`src/prefix_code_table_decoder_macros.svh`:
```
// Assertion helpers for the decoder.
`ifndef PREFIX_CODE_TABLE_DECODER_MACROS_SVH
`define PREFIX_CODE_TABLE_DECODER_MACROS_SVH

// same-cycle implication, clocked on i_clk, off while i_rst_n is low
`define PCTD_ASSERT_SAME(lbl, ante, cons, msg) \
    lbl: assert property (@(posedge i_clk) disable iff (!i_rst_n) (ante) |-> (cons)) \
        else $error(msg);

// next-cycle implication, clocked on i_clk, off while i_rst_n is low
`define PCTD_ASSERT_NEXT(lbl, ante, cons, msg) \
    lbl: assert property (@(posedge i_clk) disable iff (!i_rst_n) (ante) |=> (cons)) \
        else $error(msg);

`endif

```
`src/pctd_pkg.sv`:
```
package pctd_pkg;

    typedef struct packed {
        logic        mode;
        logic [7:0]  entry_index;
        logic [23:0] entry_symbol;
        logic [5:0]  entry_length;
        logic [31:0] entry_code;
        logic [7:0]  data_byte;
        logic [3:0]  valid_bits;
        logic        final_byte;
    } t_item;

    typedef struct packed {
        logic [7:0] out_byte;
        logic       last_of_run;
        logic       stream_end;
        logic       bad_code;
    } t_result;

    typedef struct packed {
        logic [23:0] symbol;
        logic [5:0]  length;
        logic [31:0] code;
    } t_entry;

    typedef enum logic [2:0] {
        ST_CLEAR,
        ST_IDLE,
        ST_BIT,
        ST_SCAN,
        ST_FINISH,
        ST_EMIT
    } t_state;

    localparam logic MODE_LOAD = 1'b0;
    localparam logic MODE_DATA = 1'b1;

    localparam logic [1:0] SYM_NIBBLE = 2'd0;
    localparam logic [1:0] SYM_ONE    = 2'd1;
    localparam logic [1:0] SYM_TWO    = 2'd2;
    localparam logic [1:0] SYM_THREE  = 2'd3;

    localparam logic CFG_SYMBOL_MODE = 1'b0;
    localparam logic CFG_PAD_BYTES   = 1'b1;

    localparam logic [1:0] SYMBOL_MODE_RESET = SYM_ONE;
    localparam logic [1:0] PAD_BYTES_RESET   = 2'd0;

endpackage

```
`src/pctd_match.sv`:
```
module pctd_match #(
    parameter int MAX_CODE_BITS = 32
) (
    input  pctd_pkg::t_entry                      i_entry,
    input  logic [MAX_CODE_BITS-1:0]              i_pcode,
    input  logic [$clog2(MAX_CODE_BITS+1)-1:0]    i_plen,
    output logic                                  o_hit
);
    import pctd_pkg::*;

    logic [31:0] mask;

    always_comb begin
        if (i_entry.length >= 6'd32) begin
            mask = '1;
        end else begin
            mask = (32'd1 << i_entry.length) - 32'd1;
        end
    end

    assign o_hit = (i_entry.length != 6'd0)
                && (i_entry.length == 6'(i_plen))
                && ((i_entry.code & mask) == 32'(i_pcode));

endmodule

```
`config.mk`:
```
export PLATFORM = sky130hd
export DESIGN_NAME = pctd_match
export DESIGN_NICKNAME = d
export VERILOG_FILES = /design/src/prefix_code_table_decoder_macros.svh /design/src/pctd_pkg.sv /design/src/pctd_match.sv
export SDC_FILE = /design/constraint.sdc
export NUM_CORES = 1
export LEC_CHECK = 0
export ABC_AREA = 1
export BUFFER_PORTS_ARGS = -buffer_cell sky130_fd_sc_hd__buf_2
export CORE_MARGIN = 5
export CORE_UTILIZATION = 49
export DETAILED_ROUTE_END_ITERATION = 12
export PLACE_DENSITY = 0.89
export SYNTH_ARGS = -nofsm -noshare
export SYNTH_HDL_FRONTEND = slang
export SYNTH_SLANG_ARGS = --single-unit
```
`constraint.sdc`:
```
create_clock -name vclk -period 2.87
set_clock_uncertainty 0.05 [all_clocks]
set_input_delay 0.287 -clock vclk [all_inputs]
set_output_delay 0.287 -clock vclk [all_outputs]
set_load 0.005 [all_outputs]
```
==> qor.yml <==
synth:
  synth_cell_type_count: 31
  synth_area_um2: 1980
  synth_seq_area_share: 0
  syn_nets: 495
  synth_area_per_cell_um2: 5.02
  synthCells: 394
  yosysWarnings: 0
worst_setup_path:
  cp-end-kind: "output pin"
  max_stage_delay_ns: 0.33
  crit_required_ns: 2.53
  startpoint: "i_entry[35]"
  crit_path_frequent_cell: "nor2_2"
  path_cells: "buf_2 > inv_4 > nand4_1 > ha_4 > nand2_2 > nand2_2 > or2_4 > nand4_1 > nor2_1 > nand2_1 > nor2_2 > nand3_1 > nor2_1 > nand2_1 > nor2_2 > nand3_1 > nor2_2 > buf_2"
  worst_ep_arrival_time_ns: 2.39
  crit_type: "input pin to output pin"
  crit_fanout: 9
  slowest_stage: "ha_4"
  start_kind: "input pin"
grt:
  grt_pass1_vias: 2566
  grtUsageTotal: 0.248
  grt_pass1_wl_um: 11100
  grt_max_degree: 19
  antenna_found_initial: 0
  overflow: 0
power_and_ir_drop:
  p_sw_frac: 0.574
  p_seq_frac: 0
  internal-power_mw: 0.150
  pwr-share-clk: 0
  combPwrFrac: 1.000
  p_total_mw: 0.351
  p_per_area_nw_per_um2: 134
  p_leak_nw: 1.67
  worst_ir_drop_vdd_mv: 0.0717
  p_sw_mw: 0.202
placed_design:
  port_buffers: 77
  hpwl_um: 5760
  gp_congestion: 0.972
cells_and_area:
  drive_gt1_frac: 0.306
  diodes: 0
  nets: 586
  clock_buffers: 0
  nFillCells: 382
  regArea_um2: 0
  final_common_cell: "nand2_1"
  sequential_cell_total: 0
  final_cell_mix: "118 x nand2_1, 72 x buf_2, 52 x nor2_1, 50 x inv_1, 42 x nand3_1"
  multi_input_area_um2: 1740
  areaGrowthSynthToFinish_pct: 32.2
floorplanning:
  fp.dieArea_um2: 5410
  rows: 23
  core_area_um2: 3970
  io_pins: 101
  die_x_um: 73.6
  die_h_um: 73.6
  start_util: 0.498
drt:
  wire_per_inst_um: 13.3
  routed_via_density: 5.50
  first_pass_iters: 5
  remaining_drc_errors: 0
  routed-via-count: 2932
  first_iter_violations: 218
  drt-total-wl_um: 7070
  ant_nets: 0
timing:
  tns_ns: 0
  fmax_mhz: 366
  rsz0062_at_grt: "true"
  period_minus_slack_ns: 2.73
  maxSlewViolCount: 0
  finalSetupViolCount: 0
  finalHoldViolCount: 0
  max_slew.worst_pin.slew_ns: 0.365
  relSlewSlack: 0.756
  post-route-period-util: 0.951
worst_hold_path:
  hp-class: "input pin to output pin"
  whs_endpoint: "o_hit"
  hold_start: "i_pcode[28]"
  holdPathStages: 7
clock_tree:
  hold_buffers: 0
status:
  outcome: "finished clean"
flow_run:
  max-cap-violations: 0
worst max-delay path, delay by kind of cell:
kind | cells | cell delay [ns]
adders and majority gates | 1 | 0.33
and+or+nand+nor | 14 | 1.42
buffers and inverters | 3 | 0.36
layer usage:
metal  GRT usage  wire [µm]  up-vias
met5           0          0        -
met4      0.0221         55        0
met3     0.00958        565       10
met2       0.450       3430      133
met1       0.334       3010     1320
li1            -          -     1469
cell usage after synthesis:
| cell type | instances | area [µm²] |
|---|---|---|
| nor3_1 | 2 | 10.0 |
| o22ai_1 | 2 | 12.5 |
| nor2_2 | 8 | 50.1 |
| nor2_4 | 8 | 90.1 |
| buf_2 | 1 | 5.00 |
| buf_6 | 3 | 33.8 |
| ha_1 | 1 | 12.5 |
| nand4_1 | 38 | 238 |
| inv_1 | 50 | 188 |
| xor2_1 | 6 | 52.6 |
| buf_4 | 3 | 22.5 |
| o21ai_0 | 2 | 10.0 |
| or2_2 | 1 | 6.26 |
| nand3_1 | 42 | 210 |
| o21ai_1 | 1 | 5.00 |
| a21oi_1 | 2 | 10.0 |
| o21bai_1 | 3 | 22.5 |
| xnor2_1 | 5 | 43.8 |
| nor2_8 | 1 | 20.0 |
| clkbuf_1 | 2 | 7.51 |
| nand2_2 | 7 | 43.8 |
| nand4_2 | 2 | 25.0 |
| a22o_1 | 2 | 17.5 |
| and2_1 | 2 | 12.5 |
| inv_2 | 7 | 26.3 |
| nand3_2 | 8 | 80.1 |
| nor2_1 | 56 | 210 |
| nand2_1 | 121 | 454 |
| nand3b_1 | 6 | 45.0 |
| a41oi_1 | 1 | 8.76 |
| and3_1 | 1 | 6.26 |
power by group through the flow:
| stage | Clock [mW] | Combinational [mW] | Sequential, mW |
|---|---|---|---|
| global placement | 0 | 0.311 | 0 |
| CTS | 0 | 0.323 | 0 |
| global route | 0 | 0.392 | 0 |
| floorplan | 0 | 0.212 | 0 |
| finish | 0 | 0.351 | 0 |
| detailed placement | 0 | 0.322 | 0 |
cells by family after synthesis:
logic type / count (synthesis) / share of synthesized area
buf+inv: 66 / 0.143
fa+ha+maj: 1 / 0.00632
xor+xnor: 11 / 0.0487
simple gates: 303 / 0.759
compound gates: 13 / 0.0436
metrics by stage:
step / hold WS, ns / instance area (µm²) / std cells / worst slack [ns] / util
after floorplan: 0.758 / 1980 / 394 / 0.451 / -
after global placement: 1.00 / 2440 / 523 / 0.147 / 0.615
after detailed placement: 1.01 / 2440 / 523 / 0.0879 / 0.615
after CTS: 1.01 / 2440 / 523 / 0.0784 / 0.615
after global routing: 1.04 / 2620 / 533 / -0.102 / 0.659
final: 1.00 / 2620 / 533 / 0.141 / 0.659
worst max-delay path by stage:
stage | cells past startpoint | to | slack [ns]
after floorplan | 18 | o_hit | 0.45
final | 18 | o_hit | 0.14
after global routing | 18 | o_hit | -0.10
after detailed placement | 20 | o_hit | 0.09
after CTS | 20 | o_hit | 0.08
after global placement | 20 | o_hit | 0.15
timing repair:
action                     CTS  global route
setup endpoints to repair    0             1
gates resized for setup      0            29
setup buffers                0            10
cell type report:
class | count | area share
Inverter | 57 | 0.0856
Timing Repair Buffer | 98 | 0.225
Tap cell | 50 | 0.0239
Multi-Input combinational cell | 328 | 0.666
No activity file was read; power rests on OpenSTA's default activity.
