File: src/prefix_code_table_decoder_macros.svh
// Assertion helpers for the decoder.
`ifndef PREFIX_CODE_TABLE_DECODER_MACROS_SVH
`define PREFIX_CODE_TABLE_DECODER_MACROS_SVH

// same-cycle implication, clocked on i_clk, off while i_rst_n is low
`define PCTD_ASSERT_SAME(lbl, ante, cons, msg) \
    lbl: assert property (@(posedge i_clk) disable iff (!i_rst_n) (ante) |-> (cons)) \
        else $error(msg);

// next-cycle implication, clocked on i_clk, off while i_rst_n is low
`define PCTD_ASSERT_NEXT(lbl, ante, cons, msg) \
    lbl: assert property (@(posedge i_clk) disable iff (!i_rst_n) (ante) |=> (cons)) \
        else $error(msg);

`endif

File: src/pctd_ram.sv
module pctd_ram #(
    parameter int WIDTH = 8,
    parameter int DEPTH = 16
) (
    input  logic                     i_clk,
    input  logic                     i_we,
    input  logic [$clog2(DEPTH)-1:0] i_waddr,
    input  logic [WIDTH-1:0]         i_wdata,
    input  logic                     i_re,
    input  logic [$clog2(DEPTH)-1:0] i_raddr,
    output logic [WIDTH-1:0]         o_rdata
);

    logic [WIDTH-1:0] r_mem [DEPTH];
    logic [WIDTH-1:0] r_rdata;

    always_ff @(posedge i_clk) begin
        if (i_we) begin
            r_mem[i_waddr] <= i_wdata;
        end
        if (i_re) begin
            r_rdata <= r_mem[i_raddr];
        end
    end

    assign o_rdata = r_rdata;

endmodule

File: config.mk
export PLATFORM = sky130hd
export DESIGN_NAME = pctd_ram
export DESIGN_NICKNAME = d
export VERILOG_FILES = /design/src/prefix_code_table_decoder_macros.svh /design/src/pctd_ram.sv
export SDC_FILE = /design/constraint.sdc
export NUM_CORES = 1
export LEC_CHECK = 0
export ABC_CLOCK_PERIOD_IN_PS = 2400
export CORE_UTILIZATION = 30
export CTS_BUF_LIST = sky130_fd_sc_hd__clkbuf_2
export DETAILED_ROUTE_END_ITERATION = 10
export DONT_BUFFER_PORTS = 1
export PLACE_DENSITY = 0.49
export SYNTH_ARGS = -nofsm -noshare
export SYNTH_HDL_FRONTEND = slang
export SYNTH_SLANG_ARGS = --single-unit
File: constraint.sdc
create_clock -name i_clk -period 2.4 [get_ports i_clk]
set_input_delay 0.24 -clock i_clk [delete_from_list [all_inputs] [get_ports i_clk]]
set_output_delay 0.24 -clock i_clk [all_outputs]
set_load 0.01 [all_outputs]
==> results of run 1 <==
-- final cells by class --
type                    count  area, sq um
fillers                  1617        10800
flip-flops and latches    136         4080
multi-input cells          83         1060
repair buffers             44          418
well taps                 220          275
clock inverters            14          114
clock buffers              18         90.1
-- routing by layer --
| metal | track usage | vias to the layer above | part of all wire |
|---|---|---|---|
| met5 | 0 | - | 0 |
| met4 | 0.0360 | 0 | 0.0076 |
| met3 | 0.0571 | 6 | 0.059 |
| met2 | 0.220 | 58 | 0.49 |
| met1 | 0.179 | 1305 | 0.45 |
| li1 | - | 1094 | - |
-- cells in the final DEF (no fill, tap or decap), types with 5 or more instances in the layout --
| master | synthesis | routed |
|---|---|---|
| clkinv_2 | 0 | 7 |
| nand2_1 | 9 | 9 |
| mux4_1 | 14 | 14 |
| clkbuf_2 | 0 | 18 |
| buf_4 | 1 | 17 |
| mux4_2 | 18 | 18 |
| edfxtp_1 | 136 | 136 |
| clkinv_1 | 0 | 5 |
| a22oi_1 | 16 | 16 |
| nor2_1 | 13 | 13 |
| dlygate4sd3_1 | 0 | 25 |
-- worst paths after layout --
path	from	end	slack [ps]	cells after the start
hold / removal	i_raddr[3]	o_rdata[2]$_DFFE_PP_	90	4
hold reg to reg	r_mem[13][7]$_DFFE_PP_	o_rdata[7]$_DFFE_PP_	780	3
setup reg to reg	r_mem[1][2]$_DFFE_PP_	o_rdata[2]$_DFFE_PP_	480	4
setup / recovery	i_waddr[0]	r_mem[11][2]$_DFFE_PP_	480	6
-- cells in the mapped netlist, types with 2 or more instances --
| cell | number |
|---|---|
| mux4_1 | 14 |
| nand2_1 | 9 |
| nand2b_1 | 2 |
| buf_6 | 3 |
| nor3_1 | 4 |
| buf_2 | 3 |
| a22oi_1 | 16 |
| nand3b_1 | 2 |
| mux4_2 | 18 |
| edfxtp_1 | 136 |
| nor2_1 | 13 |
| clkdlybuf4s25_2 | 3 |
-- per-stage QoR --
| stage | hold slack [ps] | instance area (sq um) | util | total power [mW] | std cells |
|---|---|---|---|---|---|
| final | 92.0 | 6040 | 0.359 | 4.17 | 515 |
| after global routing | 0.743 | 6040 | 0.359 | 4.34 | 515 |
| after CTS | 0.511 | 5940 | 0.353 | 4.21 | 505 |
| after detailed placement | 340 | 5540 | 0.330 | 2.90 | 456 |
| after global placement | 340 | 5540 | 0.330 | 2.90 | 456 |
| after floorplan | 339 | 5230 | - | 2.88 | 229 |
-- sequential cells by signal, indices dropped and copies added (netlist names) --
register and count:
o_rdata 8, r_mem 128
-- cell families after synthesis --
| logic type | after synthesis | share of synthesized area |
|---|---|---|
| buffers and inverters | 10 | 0.0165 |
| DFF | 136 | 0.781 |
| AOI/OAI and AO/OA | 16 | 0.0230 |
| muxes | 32 | 0.148 |
| and+or+nand+nor | 35 | 0.0314 |
-- where the power goes --
group	switching [mW]	internal (mW)	leakage, nW	total, mW
logic	0.135	0.113	0.591	0.248
clock network	0.778	0.451	0.138	1.23
registers	0.0233	2.67	1.24	2.70
total	0.936	3.24	1.97	4.17
-- worst min-delay path: stages --
cell and delay, ps:
nor2_1 70, buf_4 180, a22oi_1 100, nand2_1 60
==> run_results.csv, run 1 <==
group,metric,value,unit
pwr,p_per_area,691,nW/um^2
floorplanning,die-area,18000,sq um
logic_synthesis,synth_cell_type_count,18,
critical_path,crit_path_end_kind,"register",
timing,maxSlewViolCount,0,
cells_and_area,drive_gt1_frac,0.220,
clock_network,clock_latency,660,ps
floorplanning,rows,47,
timing,finalCriticalPeriod,1920,ps
clock_network,clk_path_buf_depth,2,
place,place_hpwl,6690,um
critical_path,crit_fanout,8,
floorplanning,start_util,0.311,
routing,finalWirelength,11700,um
timing,setup_viol,0,
critical_path,path_buf_inv,4,
logic_synthesis,async_flop_share,0,
floorplanning,top_level_ports,27,
critical_path,critPathRequiredTime,2780,ps
clock_network,hold_buffers,17,
logic_synthesis,postSynthCellCount,229,
global_routing,grt_pass1_wl,17000,um
cells_and_area,antenna-diode-count,0,
timing,hold_viol,0,
routing,drt_iter0_markers,147,
floorplanning,die_w,134,um
routing,via_count,2463,
cells_and_area,layout.nets,301,
critical_path,crit_top_cell,"dlygate4sd3_1",
logic_synthesis,ys_ff_latch,136,
clock_network,root_buffer,"clkbuf_2",
status,status,"finished clean",
logic_synthesis,synth_top_flop_cell,"edfxtp_1",
global_routing,track_usage,0.140,
min_path,hp-class,"in -> reg",
timing,tns,0,ps
logic_synthesis,ys_top_cells_by_area,"edfxtp_1, mux4_2, mux4_1",
routing,wl_per_cell,22.8,um
routing,drc_errors,0,
logic_synthesis,syn_area,5230,sq um
clock_network,post_cts_buffers,0,
routing,dr.pass1.iters,4,
timing,period_share,0.802,
clock_network,cts_buffers,17,
critical_path,critPathLaunchType,"input pin",
global_routing,antenna_found_initial,0,
global_routing,grt_pass1_vias,2556,
place,gp_congestion,0.653,
pwr,power_leakage,1.97,nW
logic_synthesis,yosysWarnings,0,
floorplanning,die_y,134,um
clock_network,cts_resized,0,
clock_network,clkTransAtPathRegs,180,ps
logic_synthesis,syn-num-nets,248,
clock_network,cts_sinks,136,
global_routing,grt-ovfl-total,0,
logic_synthesis,yosysSeqAreaShare,0.781,
critical_path,cp.arrival,2310,ps
timing,fin_skew,21.6,ps
critical_path,crit_type,"in -> reg",
global_routing,grt_max_degree,32,
clock_network,h-tree-depth,4,
timing,slew_headroom,0.500,
logic_synthesis,yosysTopAreaCellShare,0.781,
critical_path,critPathTopFamily,"buffers and inverters",
place,place_ws,861,ps
place,io_buffers,0,
timing,clock.fmax,520,MHz
critical_path,crit_chain,"dlygate4sd3_1 -> nand2_1 -> dlygate4sd3_1 -> nor2_1 -> dlygate4sd3_1 -> buf_4",
timing,fin_ws,476,ps
logic_synthesis,yosysTopAreaCell,"edfxtp_1",
timing,tightest_slew,749,ps
routing,avgViaCountPerCell,4.78,
routing,antenna_left,0,
floorplanning,fp.coreArea,16800,sq um
critical_path,slowest_delay,590,ps
critical_path,critical-path-slowest-cell,"dlygate4sd3_1",
cells_and_area,syn_to_final_growth,15.5,%
pwr,max-vdd-ir-drop,0.295,mV
logic_synthesis,synth_edf_count,136,
run,drv_cap,0,
logic_synthesis,syn_avg_cell_area,22.8,sq um
clock_network,cts_tree,"built",
timing,rsz0062_at_grt,"false",
Power figures use the tool's default switching activity.
==> inputs of run 2 (changes only) <==
- ABC_AREA: unset -> 1
- ABC_CLOCK_PERIOD_IN_PS: 2400 -> 1800
- clock period: 2.4 -> 1.8 ns (I/O delays scaled with it)
==> run_results.csv, run 2 <==
group,metric,value,unit
routing,drc_errors,0,
floorplanning,die_y,142,um
logic_synthesis,synth_cell_type_count,11,
floorplanning,rows,50,
cells_and_area,fin_area,6700,sq um
timing,fin_hold_ws,89.8,ps
timing,fin_ws,184,ps
critical_path,critPathRequiredTime,2310,ps
routing,finalWirelength,14500,um
critical_path,critPathLaunchType,"register",
clock_network,h-tree-depth,4,
routing,wl_per_cell,16.7,um
critical_path,critical-path-slowest-cell,"dlygate4sd3_1",
cells_and_area,top_register,"r_mem",
timing,tightest_slew,829,ps
timing,setup_viol,0,
floorplanning,die-area,20100,sq um
timing,slew_headroom,0.445,
clock_network,clkTransAtPathRegs,210,ps
place,place_hpwl,8640,um
floorplanning,die_w,142,um
global_routing,grt_pass1_vias,3863,
clock_network,cts_sinks,136,
critical_path,crit_fanout,1,
logic_synthesis,syn_area,5850,sq um
routing,dr.pass1.iters,5,
place,io_buffers,0,
logic_synthesis,syn-num-nets,570,
floorplanning,start_util,0.309,
clock_network,post_cts_buffers,0,
critical_path,crit_path_end_kind,"register",
critical_path,cp.arrival,2130,ps
global_routing,grt_max_degree,58,
global_routing,grt-ovfl-total,0,
critical_path,crit_top_cell,"nand3_1",
logic_synthesis,yosys-top-cells-count,"nand2_1, edfxtp_1, inv_1",
run,drv_cap,0,
logic_synthesis,postSynthCellCount,551,
global_routing,track_usage,0.157,
logic_synthesis,synth_top_flop_cell,"edfxtp_1",
routing,avgViaCountPerCell,4.41,
logic_synthesis,ys_ff_latch,136,
min_path,hp-class,"in -> reg",
floorplanning,top_level_ports,27,
logic_synthesis,yosysSeqAreaShare,0.698,
logic_synthesis,syn_avg_cell_area,10.6,sq um
logic_synthesis,yosysWarnings,0,
pwr,p_per_area,863,nW/um^2
timing,period_share,0.898,
routing,via_count,3821,
logic_synthesis,synth_edf_count,136,
timing,hold_viol,0,
place,gp_congestion,0.829,
pwr,max-vdd-ir-drop,0.296,mV
timing,finalCriticalPeriod,1620,ps
clock_network,cts_buffers,17,
critical_path,crit_chain,"inv_1 -> nand2_1 -> nand3_1 -> nand3_1 -> nand3_1 -> dlygate4sd3_1 -> nand2_1",
logic_synthesis,async_flop_share,0,
timing,fin_skew,31.9,ps
clock_network,root_buffer,"clkbuf_2",
timing,clock.fmax,619,MHz
timing,maxSlewViolCount,0,
cells_and_area,drive_gt1_frac,0.0875,
global_routing,grt_pass1_wl,22600,um
timing,tns,0,ps
logic_synthesis,ys_top_cells_by_area,"edfxtp_1, nand2_1, nand3_1",
critical_path,crit_type,"reg -> reg",
global_routing,antenna_found_initial,1,
timing,rsz0062_at_grt,"false",
place,placed_area,6170,sq um
floorplanning,fp.coreArea,18900,sq um
cells_and_area,syn_to_final_growth,14.5,%
routing,antenna_left,0,
cells_and_area,largest_register_ffs,128,
status,status,"finished clean",
place,place_ws,511,ps
logic_synthesis,synth_most_common_cell,"nand2_1",
pwr,power_leakage,2.79,nW
logic_synthesis,yosysTopAreaCell,"edfxtp_1",
logic_synthesis,yosysTopAreaCellShare,0.698,
clock_network,clk_path_buf_depth,2,
critical_path,slowest_delay,550,ps
cells_and_area,mostFrequentLayoutCells,"nand2_1, edfxtp_1, inv_1",
clock_network,cts_tree,"built",
cells_and_area,layout_commonest_cell,"nand2_1",
routing,drt_iter0_markers,279,
cells_and_area,layout.nets,612,
clock_network,clock_latency,720,ps
[run 2: changes by cell type in the layout (fill, tap and decap cells not counted), sizes merged, moves of 16 or more]
cell	before	now
a22oi	16	0
inv	0	102
mux4	32	0
nand2	9	173
nand3	1	97
[run 2: worst max-delay path, delay by kind of cell (launching register included)]
family | cells | cell delay (ps)
buffers and inverters | 2 | 610
flip-flops | 1 | 400
AND/OR/NAND/NOR | 5 | 410
[run 2: layer usage]
metal,part of all wire,track usage,vias up
li1,-,-,1865
met1,0.45,0.210,1836
met2,0.48,0.252,108
met3,0.056,0.0307,12
met4,0.013,0.0634,0
met5,0,0,-
[run 2: where the power goes]
| part | internal, mW | switching (mW) |
|---|---|---|
| clock | 0.621 | 1.12 |
| combinational | 0.146 | 0.296 |
| sequential | 3.56 | 0.0312 |
[run 2: timing repair]
| action | CTS | global route |
|---|---|---|
| endpoints found under the setup margin | 0 | 8 |
| hold buffers | 27 | 0 |
| gates resized for setup | 0 | 1 |
| hold endpoints to repair | 252 | 0 |
[run 2: path summary, 6_finish.rpt]
path | slack [ps] | cells past startpoint | endpoint | startpoint
max | 180 | 7 | o_rdata[5]$_DFFE_PP_ | r_mem[10][5]$_DFFE_PP_
min reg2reg | 780 | 6 | o_rdata[0]$_DFFE_PP_ | r_mem[11][0]$_DFFE_PP_
max reg2reg | 180 | 7 | o_rdata[5]$_DFFE_PP_ | r_mem[10][5]$_DFFE_PP_
min | 90 | 7 | o_rdata[2]$_DFFE_PP_ | i_raddr[0]
[run 2: kinds of logic (layout without fill, tap and decap cells)]
group / count (synthesis) / count (layout) / share of synthesized area
flops: 136 / 136 / 0.698
simple gates: 289 / 289 / 0.208
buf+inv: 126 / 181 / 0.0939
other cells: 0 / 1 / 0
[run 2: final cells by class]
| type | instances | area (sq um) |
|---|---|---|
| fillers | 1980 | 12200 |
| flip-flops and latches | 136 | 4080 |
| multi-input cells | 289 | 1210 |
| repair buffers | 47 | 463 |
| inverters | 102 | 383 |
| well taps | 260 | 325 |
| clock inverters | 14 | 134 |
| clock buffers | 18 | 90.1 |
| diodes | 1 | 2.50 |
[run 2: per-stage QoR]
step                cells  power (mW)   util
CTS                   866        5.83  0.354
finish                867        5.78  0.354
global route          867        6.02  0.354
detailed placement    807        3.96  0.326
floorplan             551        3.91      -
global placement      807        3.96  0.326
==> inputs of run 3 (changes only) <==
- CELL_PAD_IN_SITES_DETAIL_PLACEMENT: unset -> 0
- CELL_PAD_IN_SITES_GLOBAL_PLACEMENT: unset -> 1
- PLACE_DENSITY: 0.49 -> 0.57
==> run_results.csv, run 3 (same netlist as run 2, synthesis figures left out) <==
group,metric,value,unit
status,status,"finished clean",
timing,fin_hold_ws,65.8,ps
place,gp_congestion,0.803,
critical_path,crit_fanout,15,
routing,drt_iter0_markers,290,
routing,avgViaCountPerCell,4.38,
floorplanning,fp.coreArea,18900,sq um
cells_and_area,top_register,"r_mem",
cells_and_area,syn_to_final_growth,14.4,%
pwr,total_power,5.83,mW
timing,finalCriticalPeriod,1620,ps
timing,tightest_slew,840,ps
critical_path,path_buf_inv,2,
timing,slew_headroom,0.438,
critical_path,critical-path-slowest-cell,"dlygate4sd3_1",
pwr,power_leakage,2.79,nW
floorplanning,rows,50,
critical_path,crit_path_end_kind,"register",
timing,period_share,0.900,
run,drv_cap,0,
routing,wl_per_cell,17.0,um
cells_and_area,register_area,4080,sq um
floorplanning,die-area,20100,sq um
timing,tns,0,ps
pwr,max-vdd-ir-drop,0.643,mV
timing,rsz0062_at_grt,"false",
floorplanning,top_level_ports,27,
cells_and_area,mostFrequentLayoutCells,"nand2_1, edfxtp_1, inv_1",
global_routing,antenna_found_initial,1,
global_routing,grt_pass1_wl,22700,um
routing,antenna_left,0,
timing,maxSlewViolCount,0,
timing,hold_viol,0,
critical_path,critPathTopFamily,"buffers and inverters",
critical_path,crit_chain,"dlygate4sd3_1 -> nand3_1 -> dlygate4sd3_1 -> nand3_1 -> nand2_1",
cells_and_area,largest_register_ffs,128,
clock_network,clkTransAtPathRegs,200,ps
clock_network,clk_path_buf_depth,2,
floorplanning,die_w,142,um
critical_path,slowest_delay,1050,ps
cells_and_area,layout_commonest_cell,"nand2_1",
floorplanning,die_y,142,um
clock_network,root_buffer,"clkbuf_2",
clock_network,h-tree-depth,4,
floorplanning,start_util,0.309,
pwr,p_per_area,871,nW/um^2
timing,fin_skew,36.3,ps
min_path,hp-class,"in -> reg",
clock_network,clock_latency,690,ps
place,place_hpwl,8750,um
routing,dr.pass1.iters,4,
critical_path,crit_type,"in -> reg",
clock_network,cts_tree,"built",
cells_and_area,layout.nets,611,
timing,setup_viol,0,
place,io_buffers,0,
global_routing,track_usage,0.160,
routing,via_count,3795,
global_routing,grt-ovfl-total,0,
cells_and_area,drive_gt1_frac,0.0909,
cells_and_area,fillers,1954,
clock_network,cts_buffers,17,
global_routing,grt_pass1_vias,3820,
critical_path,cp.arrival,2080,ps
timing,clock.fmax,617,MHz
cells_and_area,multi_input_area,1210,sq um
global_routing,grt_max_degree,40,
critical_path,critPathRequiredTime,2260,ps
clock_network,cts_sinks,136,
critical_path,critPathLaunchType,"input pin",
clock_network,cts_resized,0,
routing,finalWirelength,14800,um
routing,drc_errors,0,
-- run 3: worst min-delay path: stages --
cell	delay, ps
nand2_1	30
nand2_1	60
nand2_1	50
nand3_1	90
nand3_1	120
nand2_1	110
-- run 3: final cells by class --
cell class / instances / share of cell area
multi-input cells: 289 / 0.182
diodes: 1 / 0.000374
well taps: 260 / 0.0487
clock inverters: 15 / 0.0228
inverters: 102 / 0.0573
clock buffers: 17 / 0.0127
flip-flops and latches: 136 / 0.611
repair buffers: 46 / 0.0659
-- run 3: final timing paths --
path                          startpoint                   end  slack (ps)  cells past startpoint
hold reg to reg   r_mem[15][7]$_DFFE_PP_  o_rdata[7]$_DFFE_PP_         780                      6
setup reg to reg   r_mem[9][7]$_DFFE_PP_  o_rdata[7]$_DFFE_PP_         240                      7
hold / removal                i_raddr[0]  o_rdata[1]$_DFFE_PP_          70                      6
setup / recovery              i_raddr[2]  o_rdata[5]$_DFFE_PP_         180                      5
-- run 3: metrics by stage --
stage | util | instance area, sq um | instances | setup slack, ps
floorplan | - | 5850 | 551 | 669
global placement | 0.327 | 6180 | 808 | 405
detailed placement | 0.327 | 6180 | 808 | 387
CTS | 0.354 | 6680 | 865 | 233
global route | 0.354 | 6690 | 866 | 120
finish | 0.354 | 6690 | 866 | 180
-- run 3: power breakdown --
| group | switching (mW) | internal, mW | total, mW |
|---|---|---|---|
| Sequential | 0.0281 | 3.56 | 3.59 |
| Clock | 1.15 | 0.639 | 1.79 |
| Combinational | 0.299 | 0.144 | 0.442 |
-- run 3: repair_timing --
action	4_1_cts	5_1_grt
setup endpoints to repair	0	0
hold buffers	25	0
buffers inserted	0	0
endpoints found under the hold margin	233	0
-- run 3: layer usage --
layer / track usage / vias up / wire [um]
li1: - / 1866 / -
met1: 0.208 / 1837 / 6790
met2: 0.267 / 83 / 7340
met3: 0.0337 / 9 / 498
met4: 0.0458 / 0 / 125
met5: 0 / - / 0
